<file path="src/oawt_pkg.sv">
`default_nettype none
package oawt_pkg;
   localparam int TableDepth = 4096;
   localparam int MaxWord    = 16;
   localparam int SlotW      = $clog2(TableDepth);
   localparam int PrimeW     = 13;
   localparam int LenW       = $clog2(MaxWord + 1) + 1;
   localparam int PosW       = $clog2(MaxWord);
   localparam int HashW      = 32;
   localparam int SeedW      = 32;
   localparam int CsrIdxW    = 1;

   localparam logic [CsrIdxW-1:0] RegPrime = 1'd0;
   localparam logic [CsrIdxW-1:0] RegSeed  = 1'd1;

   typedef enum logic [2:0] {
      StInserted = 3'd0,
      StFound    = 3'd1,
      StNotFound = 3'd2,
      StFull     = 3'd3,
      StTooLong  = 3'd4
   } status_type;

   typedef enum logic [3:0] {
      S_IDLE, S_MUL, S_RED, S_HOME, S_PROBE, S_RDWAIT, S_CHECK, S_CMP, S_COPY, S_DONE
   } state_type;
endpackage
`default_nettype wire

</file>
<file path="src/oawt_reducer.sv">
`default_nettype none
// Sequential modular reduction: value mod prime by restoring subtraction of
// shifted copies of the prime, one shift position per cycle.
module oawt_reducer (
   input  wire logic        clock,
   input  wire logic        reset,
   input  wire logic        start,
   input  wire logic [38:0] value,
   input  wire logic [oawt_pkg::PrimeW-1:0] prime,
   output logic             done,
   output logic [oawt_pkg::PrimeW-1:0] result
);
   localparam int ValW  = 39;
   localparam int ShW   = ValW - 2;
   logic [ValW-1:0] rem_ff, rem_in;
   logic [ValW-1:0] rem_step;
   logic [5:0]      sh_ff, sh_in;
   logic            busy_ff, busy_in;
   logic [ValW+ShW-1:0] trial;

   // Subtract prime << sh when it fits.
   always_comb begin
      trial    = {{(ValW+ShW-oawt_pkg::PrimeW){1'b0}}, prime} << sh_ff;
      rem_step = ({{ShW{1'b0}}, rem_ff} >= trial) ? rem_ff - trial[ValW-1:0] : rem_ff;
      rem_in   = rem_ff;
      sh_in    = sh_ff;
      busy_in  = busy_ff;
      if (start) begin
         rem_in  = value;
         sh_in   = 6'(ShW);
         busy_in = 1'b1;
      end else if (busy_ff) begin
         rem_in = rem_step;
         if (sh_ff == 6'd0) busy_in = 1'b0;
         else sh_in = sh_ff - 6'd1;
      end
   end

   always_ff @(posedge clock) begin
      rem_ff <= rem_in;
      sh_ff  <= sh_in;
      if (reset) busy_ff <= 1'b0;
      else busy_ff <= busy_in;
   end

   // The last shift position gives the final remainder.
   assign done   = busy_ff && (sh_ff == 6'd0);
   assign result = rem_step[oawt_pkg::PrimeW-1:0];
endmodule
`default_nettype wire

</file>
<file path="config.mk">
export PLATFORM = sky130hd
export DESIGN_NAME = oawt_reducer
export DESIGN_NICKNAME = d
export VERILOG_FILES = /design/src/oawt_pkg.sv /design/src/oawt_reducer.sv
export SDC_FILE = /design/constraint.sdc
export NUM_CORES = 1
export LEC_CHECK = 0
export BUFFER_PORTS_ARGS = -buffer_cell sky130_fd_sc_hd__clkbuf_2
export CORE_MARGIN = 2
export CORE_UTILIZATION = 50
export CTS_BUF_LIST = sky130_fd_sc_hd__clkbuf_8
export DETAILED_ROUTE_END_ITERATION = 10
export HOLD_SLACK_MARGIN = 0.06
export PLACE_DENSITY = 0.7
export SYNTH_ARGS = -nofsm -noshare
export SYNTH_HDL_FRONTEND = slang
export SYNTH_SLANG_ARGS = --single-unit
export TNS_END_PERCENT = 100
</file>
<file path="constraint.sdc">
create_clock -name clock -period 8 [get_ports clock]
set_input_delay 0.4 -clock clock [delete_from_list [all_inputs] [get_ports clock]]
set_output_delay 0.4 -clock clock [all_outputs]
set_load 0.02 [all_outputs]
</file>
==> metrics.md, run 1 <==
| Metric | Value |
|---|---|
| Yosys warnings | `0` |
| Fillers | `approximately 1100` |
| Number of buffers inserted by post-CTS setup repair | `0` |
| Sw Pwr | `0.000362 W` |
| Wire length of the first global-routing pass | `29.9 mm` |
| Area Overhead vs Synth | `8.55%` |
| Largest net degree at the start of global routing | `62` |
| Total die area | `roughly 0.013 mm2` |
| Routed Wire Length | `18.8 mm` |
| ANT nets after route | `0` |
| Initial DRC Count | `564` |
| Fin. max-slew vios | `0` |
| Cell area after technology mapping | `between 0.005 and 0.006 mm2` |
| First-pass DRT Iterations | `6` |
| Number of synthesized flops with an enable pin | `39` |
| Period utilisation layout | `between 70 and 80%` |
| Switching part of the total power | `41.1%` |
| Cell with the most instances after synthesis | `sky130_fd_sc_hd__nand2_1` |
| RSZ-0062 raised after global routing | `no` |
| Share of cells above drive strength 1 | `15.3%` |
| Finish-stage setup viols | `0` |
| DR WL/cell | `19.9 um` |
| Total routing usage reported by global routing | `between 20 and 30%` |
| Die X | `113 um` |
| Final Hold Viols | `0` |
| Worst hold path class | `in2reg` |
| Placer congestion estimate | `approximately 1.0` |
| Comb power frac | `a little under half` |
| Via total after detailed routing | `slightly above 6000` |
| Power share of the sequential group | `33.9%` |
| Dominant synthesized flop cell | `sky130_fd_sc_hd__edfxtp_1` |
| Core area | `between 0.01 and 0.015 mm2` |
| Worst reg2reg path depth | `18` |
| Boundary pin count | `69` |
| Mean cell area of the mapped netlist | `7.87 um2` |
| Number of nets in the finished design | `900` |
| Slowest CP cell | `sky130_fd_sc_hd__a221oi_1` |
| Fmax | `between 150 and 200 MHz` |
| Maximum single-stage delay on the critical path | `0.68 ns` |
| H-tree depth reported by CTS | `2` |
| Launching point of the worst reg2reg path | `sh_ff[1]` |
| Post-CTS Resized | `0` |
| Standard-cell row count | `39` |
| Launching instance or port of the critical path | `sh_ff[1]` |
| Post-DP HPWL | `between 10 and 15 mm` |
| Placed Area | `0.00638 mm2` |
| Post-route standard cell area excluding fillers | `roughly 0.0065 mm2` |
| Total of buffers placed on input and output ports | `68` |
| Number of global-route vias before repair | `5783` |
| Proportion of netlist area held by the largest area contributor | `19.6%` |
| Most used cell, CP | `sky130_fd_sc_hd__mux2i_1` |
| Synth cell count leaders | `sky130_fd_sc_hd__nand2_1, sky130_fd_sc_hd__nor2_1, sky130_fd_sc_hd__a21oi_1, sky130_fd_sc_hd__ha_1, sky130_fd_sc_hd__edfxtp_1` |
| Largest area contributor in the synthesized netlist | `sky130_fd_sc_hd__edfxtp_1` |
| Cell count after synthesis | `759` |
| TritonCTS clock tree | `yes` |
| IR Drop Worst-Case VDD | `125 uV` |
| Pwr dens | `136 mW/mm2` |
| Total clock buffers created by CTS | `5` |
| Starting density of the core | `51.8%` |
| Overall die height | `approximately 110 um` |
| Data arrival time at the worst-slack endpoint | `5.76 ns` |
| Slew at the pin with the worst max-slew slack | `0.932 ns` |
| # diodes | `0` |
| Proportion of register bits with asynchronous set or reset after synthesis | `0%` |
| Worst-case register-to-register setup slack | `1.93 ns` |
| Number of antenna violations at the first check in global routing | `0` |
| Via-to-Cell Ratio | `6.55` |
| Residual overflow from global routing | `0` |
| CTS clock-pin slew for the worst setup and hold paths | `0.11 ns` |
| Maximum root-to-sink buffer count | `2` |
| Largest fanout on the critical path | `35` |
| Leading post-synthesis cells by cell area | `sky130_fd_sc_hd__edfxtp_1, sky130_fd_sc_hd__ha_1, sky130_fd_sc_hd__nand2_1, sky130_fd_sc_hd__a21oi_1, sky130_fd_sc_hd__xnor2_1` |
| Cts hold-fix bufs | `0` |
| Worst slew margin relative to its limit | `37.8%` |
| Type of the setup path with the least slack | `reg2out` |
| Unique masters post-synth | `80` |
| Clk network pwr share | `20.1%` |
| Post-synthesis register bit count | `46` |
| Min cycle time layout | `6.16 ns` |
| Hold path start | `reset` |
| Total negative slack for setup checks | `0 ns` |
| Endpoint type of the worst setup path | `primary output` |
| Static leakage power | `2.54 nW` |
| Result of the run | `finished clean` |
| Total DRC errors in the routed layout | `0` |
| Worst path required time | `~7.6 ns` |
| Maximum capacitance violations | `0` |
| Category of the worst setup path launch point | `flop` |
| Cells traversed along the worst timing path | `buf_4 -> mux2i_1 -> mux2i_1 -> mux2i_1 -> mux2i_1 -> nand2_1 -> ha_1 -> a21oi_1 -> o211ai_1 -> a211oi_1 -> nand2_1 -> a221oi_1 -> a21oi_1 -> o22ai_1 -> buf_4 -> nor2_1 -> mux2_2 -> clkbuf_2` |
| Internal Power | `0.000518 W` |
| Worst clock skew | `0.0179 ns` |
| Root Buffer Master | `sky130_fd_sc_hd__clkbuf_8` |
| Clk_lat worst skew | `0.34 ns` |
| Fraction of the yosys area taken by sequential cells | `~22%` |
| Number of stages on the worst hold path | `2` |
| Synthesized net count | `857` |
| Total number of clock tree sinks | `46` |
[stage by stage]
step,total power [W],utilization [%],hold WS [ns],std cells,worst slack [ns]
floorplan,0.000592,-,0.472,759,2.79
global placement,0.000691,55.4,0.559,938,2.26
detailed placement,0.000698,55.4,0.567,938,2.06
CTS,0.000875,56.3,0.209,946,1.92
global route,0.000933,56.3,0.206,946,1.43
finish,0.000880,56.3,0.219,946,1.84
[cell usage in the layout, fill, tap and decap left out, types with 11 or more instances in the layout]
cell and n:
sky130_fd_sc_hd__a21o_1 17, sky130_fd_sc_hd__and3_1 12, sky130_fd_sc_hd__mux2i_1 20, sky130_fd_sc_hd__clkbuf_2 68, sky130_fd_sc_hd__a21oi_1 53, sky130_fd_sc_hd__nor3_1 18
sky130_fd_sc_hd__nand2_1 122, sky130_fd_sc_hd__ha_1 42, sky130_fd_sc_hd__edfxtp_1 39, sky130_fd_sc_hd__o31ai_1 29, sky130_fd_sc_hd__a31oi_1 21, sky130_fd_sc_hd__o211ai_1 11
sky130_fd_sc_hd__xnor2_1 29, sky130_fd_sc_hd__nor2_1 58, sky130_fd_sc_hd__nand3_1 28, sky130_fd_sc_hd__inv_1 20, sky130_fd_sc_hd__o21ai_1 11, sky130_fd_sc_hd__o21ai_0 36
[per-layer routing]
| metal | share of wire, % | GRT usage [%] | up-vias |
|---|---|---|---|
| met5 | 0 | 0 | - |
| met4 | 3.2 | 10.8 | 0 |
| met3 | 9.2 | 6.32 | 54 |
| met1 | 42 | 39.9 | 2874 |
| li1 | - | - | 2934 |
| met2 | 45 | 45.9 | 339 |
[worst max-delay path, delay by kind of cell (launching register included)]
| kind | cells | cell delay [ns] |
|---|---|---|
| AO/OA/AOI/OAI | 6 | 1.87 |
| adder cells (fa/ha/maj) | 1 | 0.35 |
| buffers and inverters | 3 | 0.81 |
| flip-flops | 1 | 0.33 |
| multiplexers | 5 | 1.69 |
| AND/OR/NAND/NOR | 3 | 0.37 |
[layout make-up]
type / instances / area [um2] / area share, %
Multi-Input combinational cell: 649 / 4390 / 67.7
Inverter: 22 / 82.6 / 1.27
Sequential cell: 46 / 1310 / 20.2
Clock inverter: 1 / 8.76 / 0.135
Clock buffer: 7 / 96.3 / 1.49
Timing Repair Buffer: 78 / 415 / 6.41
Tap cell: 143 / 179 / 2.76
[logic make-up (layout without fill, tap and decap cells)]
| logic type | after synthesis | after routing | share of synthesized area [%] |
|---|---|---|---|
| xor+xnor | 38 | 38 | 5.57 |
| flops | 46 | 46 | 22.0 |
| simple gates | 279 | 279 | 21.0 |
| compound gates | 248 | 248 | 28.3 |
| buf+inv | 64 | 108 | 4.61 |
| mux | 41 | 41 | 9.41 |
| fa+ha+maj | 43 | 43 | 9.14 |
[power by group through the flow]
stage,combinational [W],sequential [W],clock [W]
3_5_place_dp,0.000394,0.000304,0
6_report,0.000404,0.000298,0.000177
3_3_place_gp,0.000388,0.000303,0
4_1_cts,0.000397,0.000298,0.000180
2_1_floorplan,0.000299,0.000293,0
5_1_grt,0.000441,0.000301,0.000191
[final timing paths]
path,endpoint
min,busy_ff
max reg2reg,rem_ff[31]
min reg2reg,sh_ff[2]
max,result[7]
[state kept, by name (all words and copies together) (netlist names)]
register / cells
rem_ff: 39
sh_ff: 6
busy_ff: 1
No activity file was read; power rests on OpenSTA's default activity.
==> inputs of run 2 (changes only) <==
Settings changed: PLACE_DENSITY 0.7 to 0.73.
Clock period 8 ns to 5.2 ns, I/O delays scaled along.
==> run 2 against run 1 <==
Effect of this change:
- power is 56% higher
- first-iteration DRC count increased by 11%
- clock skew is 0.0055 ns lower
- sequential cell count stayed put
- worst setup slack worse by 1.6 ns
- global-route usage is 1.7 points higher
- combinational power increased by 69%
- final cell count grew 3.3%
- clock power up 29%
- non-clock buffer count is 31 higher
- utilization rose by 2.5 points
==> metrics.md, run 2 (synthesis gave the netlist of run 1 again) <==
| Metric | Value |
|---|---|
| Result of the run | `finished clean` |
| Total clock buffers created by CTS | `5` |
| # diodes | `0` |
| Worst clock skew | `0.0124 ns` |
| Pwr dens | `between 200 and 250 mW/mm2` |
| Number of global-route vias before repair | `5908` |
| Overall power of the completed layout | `0.00137 W` |
| Worst slew margin relative to its limit | `56.5%` |
| Via total after detailed routing | `about 6300` |
| Slew at the pin with the worst max-slew slack | `0.652 ns` |
| Overall die height | `113 um` |
| Highest-count cells in the layout ignoring fill and taps | `sky130_fd_sc_hd__nand2_1, sky130_fd_sc_hd__clkbuf_2, sky130_fd_sc_hd__nor2_1, sky130_fd_sc_hd__a21oi_1, sky130_fd_sc_hd__ha_1` |
| Data arrival time at the worst-slack endpoint | `4.69 ns` |
| Starting density of the core | `51.8%` |
| Static leakage power | `between 2 and 3 nW` |
| Slowest CP cell | `sky130_fd_sc_hd__mux4_2` |
| Number of antenna violations at the first check in global routing | `0` |
| Initial DRC Count | `624` |
| Most common cell after layout, fill and taps aside | `sky130_fd_sc_hd__nand2_1` |
| Maximum capacitance violations | `0` |
| Fillers | `1090` |
| Fin. max-slew vios | `0` |
| DR WL/cell | `20.4 um` |
| Biggest registers after layout | `rem_ff: 39 flops, sh_ff: 6 flops, busy_ff: 1 flops` |
| Cells traversed along the worst timing path | `buf_12 -> mux2i_1 -> mux4_2 -> o21ai_0 -> buf_4 -> nand2_1 -> ha_1 -> nand2_1 -> nor2_1 -> a211oi_1 -> nand2_1 -> a221oi_1 -> a21oi_1 -> o22ai_1 -> buf_12 -> nor2_1 -> mux2_2 -> clkbuf_2` |
| Total negative slack for setup checks | `0 ns` |
| Total number of clock tree sinks | `between 40 and 50` |
| Total die area | `0.0128 mm2` |
| Largest fanout on the critical path | `35` |
| Fmax | `~200 MHz` |
| Endpoint type of the worst setup path | `primary output` |
| Area occupied by multi-input gates | `between 0.004 and 0.005 mm2` |
| Placer congestion estimate | `1.01` |
| Number of buffers inserted by post-CTS setup repair | `0` |
| Period utilisation layout | `between 90% and 100%` |
| Maximum single-stage delay on the critical path | `0.53 ns` |
| IR Drop Worst-Case VDD | `around 130 uV` |
| Boundary pin count | `69` |
| First-pass DRT Iterations | `7` |
| CTS clock-pin slew for the worst setup and hold paths | `0.09 ns` |
| Most used cell, CP | `sky130_fd_sc_hd__nand2_1` |
| Total area of sequential cells | `roughly 0.0013 mm2` |
| Worst hold path class | `in2reg` |
| Maximum root-to-sink buffer count | `2` |
| Max FFs per register | `39` |
| Final Hold Viols | `0` |
| Standard-cell row count | `39` |
| RSZ-0062 raised after global routing | `no` |
| Number of nets in the finished design | `931` |
| Post-DP HPWL | `roughly 15 mm` |
| H-tree depth reported by CTS | `2` |
| Top Family by Delay on Critical Path | `compound AO/OA/AOI/OAI gates` |
| Total of buffers placed on input and output ports | `between 60 and 70` |
| Largest net degree at the start of global routing | `62` |
| Cts hold-fix bufs | `0` |
| Root Buffer Master | `sky130_fd_sc_hd__clkbuf_8` |
| Residual overflow from global routing | `0` |
| Routed Wire Length | `20.0 mm` |
| Wire length of the first global-routing pass | `around 32 mm` |
| Area Overhead vs Synth | `13.5%` |
| Register containing the most flip-flops in the final layout | `rem_ff` |
| Category of the worst setup path launch point | `flop` |
| Core area | `0.0115 mm2` |
| ANT nets after route | `0` |
| Min cycle time layout | `4.95 ns` |
| Via-to-Cell Ratio | `6.40` |
| Total routing usage reported by global routing | `~31%` |
| Finish-stage setup viols | `0` |
| Type of the setup path with the least slack | `reg2out` |
| Clk_lat worst skew | `around 0.32 ns` |
| Share of cells above drive strength 1 | `19.5%` |
| Worst path required time | `4.94 ns` |
| Total DRC errors in the routed layout | `0` |
| TritonCTS clock tree | `yes` |
| Bufs and invs on worst path | `4` |
| Die X | `113 um` |
[run 2: final timing paths]
path	slack [ns]	to	cells after the start	startpoint
max reg2reg	0.43	rem_ff[37]	17	sh_ff[1]
max	0.25	result[7]	18	sh_ff[1]
min reg2reg	0.60	sh_ff[2]	2	busy_ff
min	0.08	busy_ff	2	reset
[run 2: metrics by stage]
step                setup WS (ns)  hold slack (ns)  cell area (um2)  util, %  instances
finish                      0.250           0.0779             6770     58.8        977
global route               0.0448           0.0815             6770     58.8        977
CTS                        0.0375           0.0684             6730     58.4        977
detailed placement          0.377            0.425             6650     57.7        969
global placement            0.291            0.418             6650     57.7        969
floorplan                   0.390            0.332             5970        -        759
[run 2: report_power, final]
group / switching [W] / total, W / internal [W]
Clock: 0.000137 / 0.000229 / 0.0000917
Sequential: 0.0000236 / 0.000457 / 0.000434
Combinational: 0.000403 / 0.000684 / 0.000281
Total: 0.000564 / 0.00137 / 0.000806
[run 2: timing repair]
item / 4_1_cts / 5_1_grt
gates resized for setup: 1 / 12
hold endpoints to repair: 0 / 0
cloned: 0 / 0
endpoints found under the setup margin: 1 / 13
[run 2: area by class of cell]
type | count | share of cell area [%]
multi-input cells | 649 | 65.3
clock inverters | 3 | 0.203
repair buffers | 109 | 10.1
inverters | 22 | 1.22
well taps | 143 | 2.64
flip-flops and latches | 46 | 19.5
clock buffers | 5 | 1.02
[run 2: routing by layer]
| metal | part of all wire [%] | GRT usage [%] | up-vias |
|---|---|---|---|
| met5 | 0 | 0 | - |
| met4 | 2.7 | 9.67 | 0 |
| met3 | 7.0 | 5.20 | 43 |
| met2 | 45 | 48.9 | 253 |
| met1 | 45 | 43.7 | 2959 |
| li1 | - | - | 2996 |
